<file path="src/sv/lcng_pkg.sv">
package lcng_pkg;

   localparam int ID_W          = 10;
   localparam int COORD_W       = 6;
   localparam int CELL_AW       = 2 * COORD_W;
   localparam int LINK_W        = ID_W + 1;
   localparam int CELL_W        = ID_W + 1;
   localparam int POS_W         = 32;
   localparam int DIFF_W        = POS_W + 1;
   localparam int EDGE_W        = 31;
   localparam int COUNT_W       = 7;
   localparam int CSR_IDX_W     = 3;
   localparam int GRID_COLS_MAX = 64;
   localparam int GRID_ROWS_MAX = 64;
   localparam int MAX_NEIGHBOURS = 64;

   localparam logic [1:0] STAT_OK      = 2'd0;
   localparam logic [1:0] STAT_OUTSIDE = 2'd1;
   localparam logic [1:0] STAT_TRUNC   = 2'd2;

   localparam logic [CSR_IDX_W-1:0] CSR_X_ORIGIN = 3'd0;
   localparam logic [CSR_IDX_W-1:0] CSR_Y_ORIGIN = 3'd1;
   localparam logic [CSR_IDX_W-1:0] CSR_EDGE     = 3'd2;
   localparam logic [CSR_IDX_W-1:0] CSR_COLS     = 3'd3;
   localparam logic [CSR_IDX_W-1:0] CSR_ROWS     = 3'd4;

   typedef enum logic [1:0] {
      ACT_CLEAR,
      ACT_INSERT,
      ACT_QUERY_AGENT,
      ACT_QUERY_POINT
   } action_type;

   typedef enum logic [3:0] {
      ST_CLEAR,
      ST_IDLE,
      ST_DIVX,
      ST_DIVY,
      ST_DECIDE,
      ST_INS_RD,
      ST_INS_WR,
      ST_CELL,
      ST_HEAD,
      ST_WALK,
      ST_LINK,
      ST_DONE
   } state_type;

   typedef struct packed {
      action_type         action;
      logic [ID_W-1:0]    agent_id;
      logic signed [31:0] pos_x;
      logic signed [31:0] pos_y;
   } req_type;

   typedef struct packed {
      logic [ID_W-1:0] neighbour_id;
      logic            found;
      logic            last;
      logic [1:0]      status;
   } rsp_type;

   typedef struct packed {
      logic               cell_we;
      logic [CELL_AW-1:0] cell_addr;
      logic [CELL_W-1:0]  cell_wdata;
      logic               link_we;
      logic [ID_W-1:0]    link_addr;
      logic [LINK_W-1:0]  link_wdata;
   } store_req_type;

endpackage

</file>
<file path="src/sv/lcng_div.sv">
module lcng_div (
   input  logic                             clock,
   input  logic                             reset,
   input  logic                             div_start,
   input  logic [lcng_pkg::DIFF_W-1:0]      dividend,
   input  logic [lcng_pkg::EDGE_W-1:0]      divisor,
   output logic                             div_done,
   output logic [lcng_pkg::DIFF_W-1:0]      quotient
);
   import lcng_pkg::*;

   localparam int CNT_W = $clog2(DIFF_W);

   logic                run_ff, run_in;
   logic                done_ff, done_in;
   logic [CNT_W-1:0]    cnt_ff, cnt_in;
   logic [EDGE_W-1:0]   rem_ff, rem_in;
   logic [DIFF_W-1:0]   quo_ff, quo_in;
   logic [EDGE_W-1:0]   div_ff, div_in;
   logic [EDGE_W:0]     trial;
   logic                ge;

   // One restoring step per cycle: the dividend shifts out of the quotient register.
   always_comb begin
      trial   = {rem_ff, quo_ff[DIFF_W-1]};
      ge      = trial >= {1'b0, div_ff};
      run_in  = run_ff;
      done_in = 1'b0;
      cnt_in  = cnt_ff;
      rem_in  = rem_ff;
      quo_in  = quo_ff;
      div_in  = div_ff;
      if (div_start) begin
         run_in = 1'b1;
         cnt_in = '0;
         rem_in = '0;
         quo_in = dividend;
         div_in = divisor;
      end else if (run_ff) begin
         rem_in = ge ? EDGE_W'(trial - {1'b0, div_ff}) : trial[EDGE_W-1:0];
         quo_in = {quo_ff[DIFF_W-2:0], ge};
         cnt_in = cnt_ff + 1'b1;
         if (cnt_ff == CNT_W'(DIFF_W - 1)) begin
            run_in  = 1'b0;
            done_in = 1'b1;
         end
      end
   end

   always_ff @(posedge clock) begin
      if (reset) begin
         run_ff  <= 1'b0;
         done_ff <= 1'b0;
      end else begin
         run_ff  <= run_in;
         done_ff <= done_in;
      end
      cnt_ff <= cnt_in;
      rem_ff <= rem_in;
      quo_ff <= quo_in;
      div_ff <= div_in;
   end

   assign div_done = done_ff;
   assign quotient = quo_ff;

endmodule

</file>
<file path="config.mk">
export PLATFORM = sky130hd
export DESIGN_NAME = lcng_div
export DESIGN_NICKNAME = d
export VERILOG_FILES = /design/src/sv/lcng_pkg.sv /design/src/sv/lcng_div.sv
export SDC_FILE = /design/constraint.sdc
export NUM_CORES = 1
export LEC_CHECK = 0
export ABC_AREA = 1
export BUFFER_PORTS_ARGS = -buffer_cell sky130_fd_sc_hd__buf_4
export CAP_MARGIN = 20
export CORE_MARGIN = 2
export CORE_UTILIZATION = 53
export CTS_BUF_LIST = sky130_fd_sc_hd__clkbuf_16
export CTS_CLUSTER_DIAMETER = 100
export DETAILED_ROUTE_END_ITERATION = 10
export HOLD_SLACK_MARGIN = 0.05
export PLACE_DENSITY = 0.78
export SLEW_MARGIN = 20
export SYNTH_ARGS = -nofsm -noshare
export SYNTH_HDL_FRONTEND = slang
export SYNTH_SLANG_ARGS = --single-unit
</file>
<file path="constraint.sdc">
create_clock -name clock -period 2.4 [get_ports clock]
set_input_delay 0.36 -clock clock [delete_from_list [all_inputs] [get_ports clock]]
set_output_delay 0.36 -clock clock [all_outputs]
set_load 0.1 [all_outputs]
</file>
==> flow_metrics.env <==
export IMPL_status="completed"
export IMPL_routedWlPerCell_um=12.6
export IMPL_place_detailed_hpwl_mm=12.2
export IMPL_grt_total_usage=0.239
export IMPL_ctsHoldBuffers=0
export IMPL_seq_area_um2=2700
export IMPL_crit_arrival_ns=2.39
export IMPL_grt_max_degree=44
export IMPL_drtIter0Drc=286
export IMPL_final_fill_count=1174
export IMPL_ys_ff_latch=103
export IMPL_antenna_found_initial=0
export IMPL_clkTransAtPathRegs_ns=0.07
export IMPL_wl_mm=15.9
export IMPL_fin_nets=1187
export IMPL_setup_tns_ns=0
export IMPL_cts_root_buf="clkbuf_16"
export IMPL_leakage_nw=4.39
export IMPL_drive_gt1_frac=0.148
export IMPL_overflow=0
export IMPL_grt_use_met1=0.293
export IMPL_fmax_mhz=468
export IMPL_hp_class="in2reg"
export IMPL_start_util=0.542
export IMPL_busiest_layer="met2"
export IMPL_grt_util_met3=0.0620
export IMPL_layoutNonFillerInstCount=1263
export IMPL_firstDrtPassIters=5
export IMPL_vias=6132
export IMPL_dp_cells=1247
export IMPL_crit_fanout=14
export IMPL_r2r_end="rem_ff[26]"
export IMPL_setup_violations_final=0
export IMPL_io_pins=101
export IMPL_synth_edff_count=64
export IMPL_r2r_cells=17
export IMPL_ys_types=36
export IMPL_cts_tree="done"
export IMPL_h_tree_depth=3
export IMPL_crit_chain="inv_2, ha_2, fa_2, inv_2, nand2_1, nand2_1, nand3_1, nand2_2, nand2_2, nand3_2, nand2_4, buf_4, nand3_2, nand2_1, clkinv_1, nand2_1, nand2_1"
export IMPL_met2_usage=0.413
export IMPL_drc_errors=0
export IMPL_slowest_stage="edfxtp_1"
export IMPL_maxSlewViolCount=0
export IMPL_grt_pass1_wl_mm=27.2
export IMPL_final_area_um2=8070
export IMPL_r2r_start="quotient[32]"
export IMPL_synth_fp_nets=1089
export IMPL_power_mw=4.42
export IMPL_clockBufferDepth=2
export IMPL_cp_data_required_time_ns=2.65
export IMPL_fin_crit_sh=0.890
export IMPL_rsz0062_at_grt="no"
export IMPL_cts_sinks=103
export IMPL_powerDensity_nw_per_um2=548
export IMPL_core_area_um2=12600
export IMPL_dieArea_um2=13800
export IMPL_slowest_delay_ns=0.40
export IMPL_relSlewSlack=0.739
export IMPL_min_period_ns=2.14
export IMPL_multi_input_area_um2=3350
export IMPL_tightest_slew_ns=0.391
export IMPL_area_growth_pct=18.1
export IMPL_clock_skew_ns=0.00784
export IMPL_antenna_cells=0
export IMPL_synth_main_ff_cell="edfxtp_1"
export IMPL_cts_inserted_buffers=9
export IMPL_routabilityCongestion=0.963
export IMPL_crit_path_end="rem_ff[26]"
export IMPL_critPathLaunchType="flop"
export IMPL_regToRegSetupSlack_ns=0.26
export IMPL_routed_via_density=4.86
export IMPL_crit_start="quotient[32]"
export IMPL_cap_violations=0
export IMPL_rows=41
export IMPL_clock_latency_ns=0.36
export IMPL_avgSynthCellArea_um2=6.92
export IMPL_postCtsSetupBuffers=0
export IMPL_synth_area_um2=6840
export IMPL_crit_type="reg2reg"
export IMPL_hold_violations=0
export IMPL_first_global_vias=6048
export IMPL_ant_nets=0
export IMPL_ir_drop_v=0.000544
export IMPL_async_flop_share=0
export IMPL_yosysWarnings=0
export IMPL_die_x_um=118
export IMPL_crit_top_cell="nand2_1"
export IMPL_yosysSeqAreaShare=0.395
export IMPL_place_area_um2=7790
export IMPL_netlist_instances=988
export IMPL_fp_dieH_um=118
export IMPL_portBuffers=100
export IMPL_end_kind="flop"
[final cells by class]
cell class	count	share of cell area
multi-input combinational	676	0.415
clock inverter	7	0.00574
sequential	103	0.335
tap	172	0.0267
timing repair buffer	110	0.104
inverter	186	0.0865
clock buffer	9	0.0279
[report_power, final]
part	internal [mW]	switching [mW]
logic	0.267	0.732
clock network	0.705	0.661
registers	2.01	0.0539
[state kept, by name, summed over array words and instances (netlist names)]
signal	flops
div_done	1
div_ff	31
cnt_ff	6
quotient	33
rem_ff	31
run_ff	1
[cell families (layout without fill, tap and decap cells)]
| logic type | count (synthesis) | count (layout) | synth area share |
|---|---|---|---|
| AO/OA/AOI/OAI | 38 | 38 | 0.0306 |
| XOR/XNOR | 15 | 15 | 0.0192 |
| adder cells (fa/ha/maj) | 34 | 34 | 0.0633 |
| flip-flops | 103 | 103 | 0.395 |
| buffers and inverters | 209 | 312 | 0.122 |
| AND/OR/NAND/NOR | 589 | 589 | 0.369 |
[metal layers]
layer,share of wire,vias to the layer above
met5,0,-
met3,0.069,17
met2,0.48,169
met4,0.017,0
li1,-,3227
met1,0.44,2719
[through the flow]
step	worst slack (ns)	hold slack, ns	utilization
after floorplan	-0.260	0.439	-
after global placement	0.279	0.460	0.617
after detailed placement	0.182	0.464	0.617
after CTS	0.161	0.167	0.639
after global routing	0.0360	0.165	0.640
final	0.264	0.175	0.640
[how the worst min path moves through the flow]
stage	end	cells after the start	slack, ns	from
floorplan	div_done	1	0.44	reset
global placement	rem_ff[11]	2	0.46	rem_ff[11]
detailed placement	rem_ff[22]	2	0.46	rem_ff[22]
CTS	div_ff[1]	1	0.17	divisor[1]
global route	div_ff[2]	1	0.16	divisor[2]
finish	div_ff[21]	1	0.17	divisor[21]
[what timing repair did]
item / in CTS / in global routing
resized for setup: 0 / 1
setup endpoints to repair: 0 / 12
hold endpoints to repair: 0 / 0
[critical path, delay by kind of cell, from the launching register on]
kind | cells | cell delay, ns
DFF | 1 | 0.40
and+or+nand+nor | 11 | 0.79
buffers and inverters | 4 | 0.42
adders and majority gates | 2 | 0.40
[cell usage in the layout, fill, tap and decap left out, types with 2 or more instances in the layout]
master,count
a21oi_1,16
and2_1,4
buf_4,109
clkbuf_16,9
clkinv_1,6
dfxtp_1,39
edfxtp_1,64
ha_1,32
inv_1,176
inv_2,6
inv_6,3
nand2_1,415
nand2_2,7
nand3_1,67
nand3_2,12
nand3b_1,16
nand4_1,7
nor2_1,44
nor2_4,5
nor3_1,6
o21ai_0,6
o21ai_1,12
xnor2_1,13
xor2_1,2
[synth_stat cells (6+ instances only)]
cell | count | area share
o21ai_1 | 11 | 0.0081
xnor2_1 | 13 | 0.017
clkbuf_1 | 9 | 0.0049
o21ai_0 | 7 | 0.0051
ha_1 | 33 | 0.060
nor2_1 | 44 | 0.024
nand3b_1 | 16 | 0.018
nand3_1 | 74 | 0.054
nand2_1 | 415 | 0.23
inv_1 | 177 | 0.097
a21oi_1 | 16 | 0.012
edfxtp_1 | 64 | 0.28
nand4_1 | 7 | 0.0064
nor3_1 | 6 | 0.0044
buf_6 | 6 | 0.0099
dfxtp_1 | 39 | 0.11
nand2_2 | 7 | 0.0064
Power figures use the tool's default switching activity.
